==> src/hw/rtl/lfpd_pkg.sv <==
// Shared types, widths, register codes and the microcode ROM of the line follower.
// No dependencies; used by the sequencer, the datapath and the top level.
`timescale 1ns / 1ps
`default_nettype none

package lfpd_pkg;

  localparam int SENSORS = 8;

  // Field widths fixed by the interface
  localparam int SMP_W  = 12;
  localparam int GAIN_W = 16;
  localparam int SPD_W  = 16;
  localparam int MAXA_W = 4;
  localparam int ERR_W  = 11;
  localparam int CNTO_W = 4;
  localparam int CFG_IDX_W  = 3;
  localparam int CFG_DATA_W = 16;

  // Derived datapath widths
  localparam int FRAC_W   = 8;
  localparam int CNT_W    = $clog2(SENSORS + 1);
  localparam int POS_W    = $clog2(SENSORS * (SENSORS + 1) / 2 + 1);
  localparam int DIV_ITER = (POS_W + FRAC_W + 1) / 2;
  localparam int NUM_W    = 2 * DIV_ITER;
  localparam int LOOP_W   = $clog2(DIV_ITER);
  localparam int CENTRE_Q = (SENSORS + 1) * 128;
  localparam int INT_W    = 32;
  localparam int DER_W    = ERR_W + 1;
  localparam int PROD_W   = GAIN_W + 1 + INT_W;
  localparam int ACC_W    = PROD_W + 2;
  localparam int GAIN_FRAC = 12;
  localparam int OFF_W    = ACC_W - GAIN_FRAC;
  localparam int SUM_W    = OFF_W + 1;

  typedef logic [SMP_W-1:0] sample_t;

  typedef struct packed {
    logic [SMP_W-1:0]  threshold;
    logic [GAIN_W-1:0] gain_p;
    logic [GAIN_W-1:0] gain_i;
    logic [GAIN_W-1:0] gain_d;
    logic [SPD_W-1:0]  base_speed;
    logic [SPD_W-1:0]  max_speed;
    logic [MAXA_W-1:0] max_active;
  } cfg_t;

  localparam cfg_t CFG_RESET = '{
    threshold:  SMP_W'(800),
    gain_p:     GAIN_W'(16384),
    gain_i:     GAIN_W'(4),
    gain_d:     GAIN_W'(819),
    base_speed: SPD_W'(2560),
    max_speed:  SPD_W'(5120),
    max_active: MAXA_W'(3)
  };

  typedef enum logic [CFG_IDX_W-1:0] {
    CFG_THRESHOLD  = 3'd0,
    CFG_GAIN_P     = 3'd1,
    CFG_GAIN_I     = 3'd2,
    CFG_GAIN_D     = 3'd3,
    CFG_BASE_SPEED = 3'd4,
    CFG_MAX_SPEED  = 3'd5,
    CFG_MAX_ACTIVE = 3'd6
  } cfg_idx_t;

  typedef enum logic [3:0] {
    OP_NOP      = 4'd0,
    OP_TAKE     = 4'd1,
    OP_DIV_INIT = 4'd2,
    OP_DIV_STEP = 4'd3,
    OP_ERR      = 4'd4,
    OP_INTEG    = 4'd5,
    OP_MUL_I    = 4'd6,
    OP_MUL_D    = 4'd7,
    OP_ACC      = 4'd8,
    OP_EMIT     = 4'd9
  } op_t;

  typedef enum logic [1:0] {
    J_NONE     = 2'd0,
    J_NO_IN    = 2'd1,
    J_LOOP     = 2'd2,
    J_OUT_BUSY = 2'd3
  } jcond_t;

  localparam int STEP_W = 4;

  localparam logic [STEP_W-1:0] STEP_TAKE = STEP_W'(0);
  localparam logic [STEP_W-1:0] STEP_DIV  = STEP_W'(2);
  localparam logic [STEP_W-1:0] STEP_EMIT = STEP_W'(8);

  typedef struct packed {
    op_t               op;
    jcond_t            jcond;
    logic [STEP_W-1:0] target;
    logic              last;
  } uword_t;

  // Status from the datapath that the jump conditions test
  typedef struct packed {
    logic in_avail;
    logic loop_last;
    logic out_blocked;
  } stat_t;

  function automatic uword_t ucode_rom(input logic [STEP_W-1:0] step);
    uword_t w;
    w = '{op: OP_NOP, jcond: J_NONE, target: STEP_TAKE, last: 1'b1};
    case (step)
      STEP_W'(0): w = '{op: OP_TAKE,     jcond: J_NO_IN,    target: STEP_TAKE, last: 1'b0};
      STEP_W'(1): w = '{op: OP_DIV_INIT, jcond: J_NONE,     target: STEP_TAKE, last: 1'b0};
      STEP_W'(2): w = '{op: OP_DIV_STEP, jcond: J_LOOP,     target: STEP_DIV,  last: 1'b0};
      STEP_W'(3): w = '{op: OP_ERR,      jcond: J_NONE,     target: STEP_TAKE, last: 1'b0};
      STEP_W'(4): w = '{op: OP_INTEG,    jcond: J_NONE,     target: STEP_TAKE, last: 1'b0};
      STEP_W'(5): w = '{op: OP_MUL_I,    jcond: J_NONE,     target: STEP_TAKE, last: 1'b0};
      STEP_W'(6): w = '{op: OP_MUL_D,    jcond: J_NONE,     target: STEP_TAKE, last: 1'b0};
      STEP_W'(7): w = '{op: OP_ACC,      jcond: J_NONE,     target: STEP_TAKE, last: 1'b0};
      STEP_W'(8): w = '{op: OP_EMIT,     jcond: J_OUT_BUSY, target: STEP_EMIT, last: 1'b1};
      default:    w = '{op: OP_NOP,      jcond: J_NONE,     target: STEP_TAKE, last: 1'b1};
    endcase
    return w;
  endfunction

endpackage

`default_nettype wire

==> src/hw/rtl/lfpd_seq.sv <==
// Microcode sequencer: step counter, control ROM lookup and conditional jumps.
// Depends on lfpd_pkg for the ROM, the control word and the status struct.
`timescale 1ns / 1ps
`default_nettype none

module lfpd_seq (
  input  logic          clk,
  input  logic          rst_n,
  input  lfpd_pkg::stat_t stat,
  output lfpd_pkg::op_t   op
);
  import lfpd_pkg::*;

  logic [STEP_W-1:0] step_r;
  logic [STEP_W-1:0] step_nxt;
  uword_t            uw;
  logic              jump;

  assign uw = ucode_rom(step_r);
  assign op = uw.op;

  always_comb begin
    case (uw.jcond)
      J_NONE:     jump = 1'b0;
      J_NO_IN:    jump = !stat.in_avail;
      J_LOOP:     jump = !stat.loop_last;
      J_OUT_BUSY: jump = stat.out_blocked;
      default:    jump = 1'b0;
    endcase
    if (jump) begin
      step_nxt = uw.target;
    end else if (uw.last) begin
      step_nxt = STEP_TAKE;
    end else begin
      step_nxt = step_r + STEP_W'(1);
    end
  end

  always_ff @(posedge clk) begin
    if (!rst_n) begin
      step_r <= STEP_TAKE;
    end else begin
      step_r <= step_nxt;
    end
  end

endmodule

`default_nettype wire

==> src/hw/rtl/lfpd_dp.sv <==
// Datapath: sensor threshold, radix-4 centroid divider, shared PID multiplier,
// accumulator, speed clamp and output register. Driven by ops from lfpd_seq.
`timescale 1ns / 1ps
`default_nettype none

module lfpd_dp (
  input  logic                                        clk,
  input  logic                                        rst_n,
  input  lfpd_pkg::op_t                               op,
  input  lfpd_pkg::cfg_t                              cfg,
  input  logic                                        in_valid,
  output logic                                        in_stall,
  input  lfpd_pkg::sample_t [lfpd_pkg::SENSORS-1:0]   samples,
  input  logic                                        out_stall,
  output logic                                        out_valid,
  output logic [lfpd_pkg::SPD_W-1:0]                  left_speed,
  output logic [lfpd_pkg::SPD_W-1:0]                  right_speed,
  output logic signed [lfpd_pkg::ERR_W-1:0]           line_error,
  output logic [lfpd_pkg::CNTO_W-1:0]                 active_count,
  output lfpd_pkg::stat_t                             stat
);
  import lfpd_pkg::*;

  logic [SENSORS-1:0]      mask_r, mask_nxt;
  logic [CNT_W-1:0]        cnt;
  logic [POS_W-1:0]        pos_sum;
  logic                    take;

  logic [NUM_W-1:0]        num_r, num_nxt;
  logic [CNT_W-1:0]        rem_r, rem_nxt;
  logic [LOOP_W-1:0]       loop_r, loop_nxt;
  logic [CNT_W:0]          t1, t2, r1, r2;
  logic                    ge1, ge2;

  logic                    err_ok;
  logic signed [NUM_W+1:0] err_full;
  logic signed [ERR_W-1:0] err_r, err_nxt;
  logic signed [ERR_W-1:0] prev_r, prev_nxt;
  logic signed [DER_W-1:0] deriv_r, deriv_nxt;
  logic signed [INT_W-1:0] integ_r, integ_nxt;
  logic signed [INT_W:0]   isum;

  logic signed [GAIN_W:0]   mul_a;
  logic signed [INT_W-1:0]  mul_b;
  logic signed [PROD_W-1:0] prod_full;
  logic signed [PROD_W-1:0] prod_r, prod_nxt;
  logic signed [ACC_W-1:0]  acc_r, acc_nxt;
  logic signed [ACC_W-1:0]  prod_ext;

  logic [OFF_W-1:0]        off;
  logic [SUM_W-1:0]        base_ext, max_ext, off_ext, lsum, rsum;
  logic [SPD_W-1:0]        lclamp, rclamp;

  logic                    out_valid_r, out_valid_nxt;
  logic [SPD_W-1:0]        left_r, right_r;
  logic signed [ERR_W-1:0] lerr_r;
  logic [CNTO_W-1:0]       cnt_out_r;

  assign take     = in_valid && (op == OP_TAKE);
  assign in_stall = (op != OP_TAKE);

  assign stat.in_avail    = in_valid;
  assign stat.loop_last   = (loop_r == LOOP_W'(DIV_ITER - 1));
  assign stat.out_blocked = out_valid_r && out_stall;

  // Active mask, count and position sum
  always_comb begin
    mask_nxt = mask_r;
    if (take) begin
      for (int k = 0; k < SENSORS; k++) begin
        mask_nxt[k] = (samples[k] < cfg.threshold);
      end
    end
    cnt     = '0;
    pos_sum = '0;
    for (int k = 0; k < SENSORS; k++) begin
      if (mask_r[k]) begin
        cnt     = cnt + CNT_W'(1);
        pos_sum = pos_sum + POS_W'(k + 1);
      end
    end
  end

  // Two restoring quotient bits per cycle; a zero count gives a quotient that is never used
  always_comb begin
    t1  = {rem_r, num_r[NUM_W-1]};
    ge1 = (t1 >= {1'b0, cnt});
    r1  = ge1 ? (t1 - {1'b0, cnt}) : t1;
    t2  = {r1[CNT_W-1:0], num_r[NUM_W-2]};
    ge2 = (t2 >= {1'b0, cnt});
    r2  = ge2 ? (t2 - {1'b0, cnt}) : t2;

    num_nxt  = num_r;
    rem_nxt  = rem_r;
    loop_nxt = loop_r;
    case (op)
      OP_DIV_INIT: begin
        num_nxt  = NUM_W'({pos_sum, {FRAC_W{1'b0}}});
        rem_nxt  = '0;
        loop_nxt = '0;
      end
      OP_DIV_STEP: begin
        num_nxt  = {num_r[NUM_W-3:0], ge1, ge2};
        rem_nxt  = r2[CNT_W-1:0];
        loop_nxt = loop_r + LOOP_W'(1);
      end
      default: begin
      end
    endcase
  end

  // Line error, integral, derivative
  always_comb begin
    err_ok   = (cnt != '0) && (int'(cnt) <= int'(cfg.max_active));
    err_full = (NUM_W + 2)'(CENTRE_Q) - $signed({2'b00, num_r});
    err_nxt  = err_r;
    if (op == OP_ERR) begin
      err_nxt = err_ok ? err_full[ERR_W-1:0] : '0;
    end

    isum = {integ_r[INT_W-1], integ_r}
         + {{(INT_W + 1 - ERR_W){err_r[ERR_W-1]}}, err_r};
    integ_nxt = integ_r;
    deriv_nxt = deriv_r;
    prev_nxt  = prev_r;
    if (op == OP_INTEG) begin
      if (isum[INT_W] != isum[INT_W-1]) begin
        integ_nxt = isum[INT_W] ? {1'b1, {(INT_W - 1){1'b0}}} : {1'b0, {(INT_W - 1){1'b1}}};
      end else begin
        integ_nxt = isum[INT_W-1:0];
      end
      deriv_nxt = {err_r[ERR_W-1], err_r} - {prev_r[ERR_W-1], prev_r};
      prev_nxt  = err_r;
    end
  end

  // Shared multiplier and accumulator
  always_comb begin
    case (op)
      OP_INTEG: begin
        mul_a = $signed({1'b0, cfg.gain_p});
        mul_b = {{(INT_W - ERR_W){err_r[ERR_W-1]}}, err_r};
      end
      OP_MUL_I: begin
        mul_a = $signed({1'b0, cfg.gain_i});
        mul_b = integ_r;
      end
      default: begin
        mul_a = $signed({1'b0, cfg.gain_d});
        mul_b = {{(INT_W - DER_W){deriv_r[DER_W-1]}}, deriv_r};
      end
    endcase
    prod_full = mul_a * mul_b;
    prod_ext  = {{(ACC_W - PROD_W){prod_r[PROD_W-1]}}, prod_r};

    prod_nxt = prod_r;
    acc_nxt  = acc_r;
    case (op)
      OP_INTEG: prod_nxt = prod_full;
      OP_MUL_I: begin
        prod_nxt = prod_full;
        acc_nxt  = prod_ext;
      end
      OP_MUL_D: begin
        prod_nxt = prod_full;
        acc_nxt  = acc_r + prod_ext;
      end
      OP_ACC:   acc_nxt = acc_r + prod_ext;
      default: begin
      end
    endcase
  end

  // Floor shift by taking the upper bits, then clamp both wheels to 0..max
  always_comb begin
    off      = acc_r[ACC_W-1:GAIN_FRAC];
    base_ext = {{(SUM_W - SPD_W){1'b0}}, cfg.base_speed};
    max_ext  = {{(SUM_W - SPD_W){1'b0}}, cfg.max_speed};
    off_ext  = {off[OFF_W-1], off};
    lsum     = base_ext + off_ext;
    rsum     = base_ext - off_ext;

    if (lsum[SUM_W-1]) begin
      lclamp = '0;
    end else if (lsum > max_ext) begin
      lclamp = cfg.max_speed;
    end else begin
      lclamp = lsum[SPD_W-1:0];
    end
    if (rsum[SUM_W-1]) begin
      rclamp = '0;
    end else if (rsum > max_ext) begin
      rclamp = cfg.max_speed;
    end else begin
      rclamp = rsum[SPD_W-1:0];
    end

    out_valid_nxt = out_valid_r;
    if ((op == OP_EMIT) && !(out_valid_r && out_stall)) begin
      out_valid_nxt = 1'b1;
    end else if (!out_stall) begin
      out_valid_nxt = 1'b0;
    end
  end

  always_ff @(posedge clk) begin
    if (!rst_n) begin
      loop_r      <= '0;
      out_valid_r <= 1'b0;
      integ_r     <= '0;
      prev_r      <= '0;
    end else begin
      loop_r      <= loop_nxt;
      out_valid_r <= out_valid_nxt;
      integ_r     <= integ_nxt;
      prev_r      <= prev_nxt;
    end
  end

  always_ff @(posedge clk) begin
    mask_r  <= mask_nxt;
    num_r   <= num_nxt;
    rem_r   <= rem_nxt;
    err_r   <= err_nxt;
    deriv_r <= deriv_nxt;
    prod_r  <= prod_nxt;
    acc_r   <= acc_nxt;
    // load the result only when the output slot is free
    if ((op == OP_EMIT) && !(out_valid_r && out_stall)) begin
      left_r    <= lclamp;
      right_r   <= rclamp;
      lerr_r    <= err_r;
      cnt_out_r <= CNTO_W'(cnt);
    end
  end

  assign out_valid    = out_valid_r;
  assign left_speed   = left_r;
  assign right_speed  = right_r;
  assign line_error   = lerr_r;
  assign active_count = cnt_out_r;

endmodule

`default_nettype wire

==> src/hw/rtl/line_follow_pid_drive.sv <==
// Top level of the line follower PID drive: configuration registers, sequencer
// and datapath. Depends on lfpd_pkg, lfpd_seq and lfpd_dp.
//
//   channel  direction  handshake            payload
//   in_      input      in_valid / in_stall  in_sample_0 .. in_sample_7
//   out_     output     out_valid/out_stall  left/right speed, line error, count
//   cfg_     input      cfg_we               cfg_index, cfg_data
//
// Each item runs these steps in order: take, divider setup, 7 steps of the 2-bit-per-cycle
// divider, error, 3 steps on the shared PID multiplier, final add and result load.
// Reset is synchronous, active low; it restores the register defaults and clears
// the integral and the previous error.
// A result waiting on out_stall holds the program in its last step; no new item
// is taken until the result register frees.
`timescale 1ns / 1ps
`default_nettype none

module line_follow_pid_drive (
  input  logic                                clk,
  input  logic                                rst_n,
  input  logic                                in_valid,
  output logic                                in_stall,
  input  logic [lfpd_pkg::SMP_W-1:0]          in_sample_0,
  input  logic [lfpd_pkg::SMP_W-1:0]          in_sample_1,
  input  logic [lfpd_pkg::SMP_W-1:0]          in_sample_2,
  input  logic [lfpd_pkg::SMP_W-1:0]          in_sample_3,
  input  logic [lfpd_pkg::SMP_W-1:0]          in_sample_4,
  input  logic [lfpd_pkg::SMP_W-1:0]          in_sample_5,
  input  logic [lfpd_pkg::SMP_W-1:0]          in_sample_6,
  input  logic [lfpd_pkg::SMP_W-1:0]          in_sample_7,
  output logic                                out_valid,
  input  logic                                out_stall,
  output logic [lfpd_pkg::SPD_W-1:0]          out_left_speed,
  output logic [lfpd_pkg::SPD_W-1:0]          out_right_speed,
  output logic signed [lfpd_pkg::ERR_W-1:0]   out_line_error,
  output logic [lfpd_pkg::CNTO_W-1:0]         out_active_count,
  input  logic                                cfg_we,
  input  logic [lfpd_pkg::CFG_IDX_W-1:0]      cfg_index,
  input  logic [lfpd_pkg::CFG_DATA_W-1:0]     cfg_data
);
  import lfpd_pkg::*;

  cfg_t                      cfg_r, cfg_nxt;
  sample_t [SENSORS-1:0]     samples;
  op_t                       op;
  stat_t                     stat;

  assign samples = {in_sample_7, in_sample_6, in_sample_5, in_sample_4,
                    in_sample_3, in_sample_2, in_sample_1, in_sample_0};

  always_comb begin
    cfg_nxt = cfg_r;
    if (cfg_we) begin
      case (cfg_index)
        CFG_THRESHOLD:  cfg_nxt.threshold  = cfg_data[SMP_W-1:0];
        CFG_GAIN_P:     cfg_nxt.gain_p     = cfg_data[GAIN_W-1:0];
        CFG_GAIN_I:     cfg_nxt.gain_i     = cfg_data[GAIN_W-1:0];
        CFG_GAIN_D:     cfg_nxt.gain_d     = cfg_data[GAIN_W-1:0];
        CFG_BASE_SPEED: cfg_nxt.base_speed = cfg_data[SPD_W-1:0];
        CFG_MAX_SPEED:  cfg_nxt.max_speed  = cfg_data[SPD_W-1:0];
        CFG_MAX_ACTIVE: cfg_nxt.max_active = cfg_data[MAXA_W-1:0];
        default: begin
          // drop writes to unused indexes
        end
      endcase
    end
  end

  always_ff @(posedge clk) begin
    if (!rst_n) begin
      cfg_r <= CFG_RESET;
    end else begin
      cfg_r <= cfg_nxt;
    end
  end

  lfpd_seq u_seq (
    .clk   (clk),
    .rst_n (rst_n),
    .stat  (stat),
    .op    (op)
  );

  lfpd_dp u_dp (
    .clk          (clk),
    .rst_n        (rst_n),
    .op           (op),
    .cfg          (cfg_r),
    .in_valid     (in_valid),
    .in_stall     (in_stall),
    .samples      (samples),
    .out_stall    (out_stall),
    .out_valid    (out_valid),
    .left_speed   (out_left_speed),
    .right_speed  (out_right_speed),
    .line_error   (out_line_error),
    .active_count (out_active_count),
    .stat         (stat)
  );

endmodule

`default_nettype wire

==> config.mk <==
export PLATFORM = sky130hd
export DESIGN_NAME = line_follow_pid_drive
export DESIGN_NICKNAME = d
export VERILOG_FILES = /design/src/hw/rtl/lfpd_pkg.sv /design/src/hw/rtl/lfpd_seq.sv /design/src/hw/rtl/lfpd_dp.sv /design/src/hw/rtl/line_follow_pid_drive.sv
export SDC_FILE = /design/constraint.sdc
export NUM_CORES = 2
export LEC_CHECK = 0
export BUFFER_PORTS_ARGS = -buffer_cell sky130_fd_sc_hd__buf_2
export CAP_MARGIN = 10
export CORE_UTILIZATION = 60
export CTS_CLUSTER_DIAMETER = 40
export DETAILED_ROUTE_END_ITERATION = 6
export GPL_ROUTABILITY_DRIVEN = 0
export PLACE_DENSITY = 0.75
export SETUP_SLACK_MARGIN = 0.2
export SYNTH_ARGS = -nofsm -noshare
export SYNTH_HDL_FRONTEND = slang
export SYNTH_SLANG_ARGS = --single-unit
==> constraint.sdc <==
create_clock -name clk -period 11.5 [get_ports clk]
set_input_delay 1.15 -clock clk [delete_from_list [all_inputs] [get_ports clk]]
set_output_delay 1.15 -clock clk [all_outputs]
set_load 0.02 [all_outputs]
## Word level (Yosys, flattened, before mapping)

Memories as Yosys holds them, arrays and structs flattened. A register that Yosys moved wholly into a read port is not among the register bits.
Index checks and enable logic that the tools add are counted.

| storage, ports and cells | value |
|---|---|
| register bits after elaboration | 343 |
| memory bits (read-only) | 144 |
| output and inout bits | 49 |
| word-level logic and storage cells | 139 |
| memories kept | 1 |

Memory list:

| name | depth | width | rd ports | clocked after memory_dff | write ports | RTL line | RTL |
|---|---|---|---|---|---|---|---|
| (no name shown) | 16 | 9 | 1 | 1 | 0 | lfpd_pkg.sv:111 | `case (step)` |

| operators by class | value |
|---|---|
| add/sub/neg operators | 24 |
| $mul | 1 |
| magnitude comparators | 13 |
| eq/ne operators | 22 |
| mux-type cells | 34 |
| reduce and logical (&&, ||, !) cells | 21 |

Operators with widths:

| kind | number |
|---|---|
| $pmux 51 s2 | 1 |
| $lt 12x12->1 | 8 |
| $gt 40x16->1 | 2 |
| $mux 32 | 2 |
| $pmux 32 s2 | 1 |
| $add 51x49->51 | 1 |
| $mul 17x32->49 | 1 |
| $mux 4 | 12 |
| $mux 6 | 7 |
| $add 17x39->40 | 1 |
| $sub 17x39->40 | 1 |
| $add 32x11->33 | 1 |
| $mux 16 | 2 |
| $pmux 16 s2 | 1 |
| $add 4x1->4 const B | 7 |
| $pmux 14 s2 | 1 |
| $add 6x3->6 const B | 4 |
| $eq 4x3->1 const B | 4 |
| $reduce_and 2->1 | 7 |
| $eq 3x3->1 const B | 4 |
| $sub 11x11->12 | 1 |
| $sub 11x11->11 const A | 1 |
| $ge 5x4->1 | 2 |
| $eq 4x2->1 const B | 2 |
| other kinds (28) | 41 |

## Depth between registers and ports, before layout

| logic depth | value |
|---|---|
| depth in word-level cells | 20 |
| mapped depth | 34 |

## Cells and area by module

A second synthesis with hierarchy kept.

| unflattened totals | value |
|---|---|
| cells, all modules | 4,769 |
| area total of the unflattened synthesis | 42,602.1 um^2 |

By module, submodules not included:

| module | instances | cells each | area each (um^2) | seq. area each (um^2) |
|---|---|---|---|---|
| lfpd_dp | 1 | 4,358 | 38,351.8 | 6,826.5 |
| line_follow_pid_drive | 1 | 351 | 3,628.5 | 1,921.8 |
| lfpd_seq | 1 | 60 | 621.8 | 260.2 |

## Worst setup path before layout

OpenSTA, ideal clock, no wires.

| timing | value |
|---|---|
| kind | flip-flop to flip-flop |
| start | register u_seq.uw[9] (netlist name) |
| end | register u_dp.prod_r[44] (data pin) |
| arrival | 9.548 ns |
| required time | 11.235 ns |
| setup slack | 1.687 ns |
| cell stages (with the launch flop) | 32 |
| buffers on the path | 3 |
| cells stage by stage | dfxtp_1 nor2b_1 clkbuf_1 o21a_1 clkbuf_1 buf_1 o22ai_1 a21oi_1 nand2_1 fa_1 inv_1 fa_1 inv_1 fa_1 inv_1 fa_1 fa_1 inv_1 fa_1 inv_1 ha_1 and4_1 and2_1 a221o_1 a21oi_1 o21ai_0 a31oi_1 o21ai_0 a221o_1 o31ai_1 o21ai_0 xor2_1 |

| between the ends | value |
|---|---|
| longest elaborated chain between the ends | 3 |

Ends and longest elaborated chain:

| what | RTL line | RTL |
|---|---|---|
| $eq 4x3->1 | lfpd_dp.sv:139 | `case (op)` |
| $pmux 16 s2 or $pmux 32 s2 (tied branches) | lfpd_dp.sv:139 |  |
| $mul 17x32->49 (*) | lfpd_dp.sv:153 | `prod_full = mul_a * mul_b;` |
| via u_dp.prod_full[44] | lfpd_dp.sv:45 | `logic signed [PROD_W-1:0] prod_full;` |
| end signal, assigned | lfpd_dp.sv:226 | `prod_r <= prod_nxt;` |
| end, declared | lfpd_dp.sv:46 | `logic signed [PROD_W-1:0] prod_r, prod_nxt;` |

The timed path passes the listed nets; every way through them passes the cells marked *.
A chain may end at the register's enable or synchronous reset.

## Final worst setup path

| timing | value |
|---|---|
| start | register u_seq.uw[9] (netlist name) |
| end | register u_dp.prod_r[44] (data pin) |

| between the ends | value |
|---|---|
| longest elaborated chain between the ends | 3 |

Ends and longest elaborated chain:

| what | RTL line |
|---|---|
| $eq 4x3->1 | lfpd_dp.sv:139 |
| $pmux 16 s2 or $pmux 32 s2 (tied branches) | lfpd_dp.sv:139 |
| $mul 17x32->49 (*) | lfpd_dp.sv:153 |
| via u_dp.prod_full[44] | lfpd_dp.sv:45 |

Marks and branches as above.

==> reports/metrics.cfg <==
[clock_network]
cts_buffers=59
cts_hold_buf=0
cts_tree=yes
path_clk_slew_ns=0.06
htreeDepth=2
clock-sinks=352
ctsResizeCount=0
clkLatencyLatePin_ns=0.64
cts_buffer_depth=3
cts_setup_buffers=0
clock-root-buffer=clkbuf_16

[route]
ant_nets=0
drtIter0Drc=3008
wl_mm=118
firstDrtPassIters=5
routed_via_density=5.90
num_vias=36000
wl_per_cell_um=19.3
drc=0

[global_route]
track_usage_pct=32.7
grt_pass1_vias=35900
grt_antenna_before_repair=2
grt_start_max_net_pins=92
grt_pass1_wl_mm=190
grt_overflow=0

[sta]
drv_slew=0
final.setup.worst_slack_ns=1.44
fin_crit_ns=10.06
setup_viol=0
max_slew.worst_pin.slew_ns=1.17
max_freq_ghz=0.0994
skew_ns=0.0266
rsz0062_at_grt=false
finalHoldViolations=0
fin_setup_tns_ns=0
fin_crit_sh_pct=87.5
max-slew-margin-rel_pct=21.9

[placement]
place_area_um2=44800
place_ws_ns=1.52
hpwl_mm=91.4
io_buffer_count=168

[cells_and_area]
fill_cells=5943
finish.utilization_pct=66.4
area_growth_pct=8.76
finalNetCount=6121
design_area_um2=46900
regArea_um2=9010
final_layout_size_suffix_gt1_share_pct=7.46
multi_input_area_um2=30700
mostFrequentLayoutCells=740 x inv_1, 732 x nand2_1, 496 x fa_1
final_common_cell=inv_1

[synth]
synth_top_area_share_pct=23.0
synth_cell_types=88
yosys.area.top_type=fa_1
netlist_area_um2=43100
avgSynthCellArea_um2=8.56
ys_warn_count=0
synth_ff_type=edfxtp_1
syn_inst=5038
async_reset_ff_share_pct=0
ys_top_cells_by_area=fa_1 23%, edfxtp_1 14%, ha_1 11%
syn_nets=6048
synth_seq_cells=352
synth_edf_count=196
ys_seq_area_share_pct=20.9

[outcome]
status=complete, no violations

[floorplanning]
num_rows=97
start_util_pct=61.1
die_w_um=270
fp.dieArea_um2=73000
die_y_um=270
coreArea_um2=70600
boundaryPins=169

[critical_path]
r2r_setup_slack_ns=1.44
end_kind=flop
arrival_ns=10.43
cp_slowest_cell=nand2_1
cp_data_required_time_ns=11.87
critical_path.most_common_cell=fa_1
r2r_end=u_dp.prod_r[44]
r2r.worst_path.cells=29
crit_start=u_seq.uw[9]
r2r_start=u_seq.uw[9]
crit_fanout=32
worst_path_largest_cell_delay_ns=0.87
path_class=flop to flop
startpoint_type=flop

[flow_run]
cap_violations=0

[worst_hold_path]
worstHoldPathType=flop to flop
whs_path_depth=1
holdPathEnd=u_seq.step_r[0]
min_from=u_seq.step_r[0]

==> critical path: cells and delay by family (launching register included) <==
kind | cells | cell delay, ns
fa+ha+maj | 7 | 3.53
compound gates | 10 | 2.72
simple gates | 6 | 2.34
buf+inv | 5 | 0.63
flops | 1 | 0.37
xor+xnor | 1 | 0.17
==> routing by layer <==
metal,vias to the layer above,global-route usage (%),part of all wire [%]
met2,1520,52.0,45
met1,17300,43.1,41
met4,0,15.8,5.4
li1,16800,-,-
met3,362,6.07,8.5
met5,-,0,0
==> how the worst max path moves through the flow <==
stage / endpoint / slack, ns / depth (start not counted)
6_report: u_dp.prod_r[44] / 1.44 / 29
5_1_grt: u_dp.prod_r[44] / 0.79 / 28
4_1_cts: u_dp.prod_r[44] / 1.50 / 28
3_5_place_dp: u_dp.prod_r[44] / 1.52 / 28
3_3_place_gp: u_dp.prod_r[44] / 1.79 / 29
2_1_floorplan: u_dp.prod_r[44] / 1.69 / 31
==> state kept, by name, summed over array words and instances (netlist names) <==
signal and count:
cfg_r 96, u_dp.acc_r 51, u_dp.active_count 4, u_dp.deriv_r 12
u_dp.err_r 11, u_dp.integ_r 32, u_dp.left_speed 16, u_dp.line_error 11
u_dp.loop_r 3, u_dp.mask_r 8, u_dp.num_r 14, u_dp.out_valid 1
u_dp.prev_r 11, u_dp.prod_r 49, u_dp.rem_r 4, u_dp.right_speed 16
u_seq.step_r 4, u_seq.uw 9
==> synthesized netlist by cell type (all sizes together), types with 12 or more instances <==
cell type,instances
and3,27
nand3,63
clkbuf,170
fa,496
xor2,65
o22ai,51
mux2i,33
nor3,41
a211oi,24
a21boi,99
dfxtp,156
nand2b,62
a31oi,31
nand2,732
nor4,17
xnor2,137
a21oi,340
o211ai,18
ha,394
nand4,31
mux2,12
inv,740
nor2b,57
buf,32
o21bai,25
o21a,29
edfxtp,196
o31ai,15
nor2,423
o21ai,210
and2,31
a21o,149
==> cell type report <==
cell class	count	area share, %
tap	940	2.51
multi-input combinational	3743	65.4
sequential	352	19.2
clock inverter	41	1.03
inverter	741	5.93
antenna	2	0.0107
timing repair buffer	214	2.53
clock buffer	69	3.36
==> kinds of logic after synthesis <==
family	Yosys count	share of synthesized area [%]
simple gates	1535	15.5
compound gates	1068	15.6
buf+inv	943	8.32
fa+ha+maj	893	34.5
flops	352	20.9
xor+xnor	202	4.10
mux	45	1.08
==> metrics by stage <==
stage                     instances  hold WS, ns
after floorplan                5038        0.430
after global placement         5990        0.443
after detailed placement       5990        0.454
after CTS                      6100        0.466
after global routing           6102        0.486
final                          6102        0.461
Power is left out: the tool's default activity adds up to more than one toggle a clock period on the data nets, which glitch-free logic cannot reach.
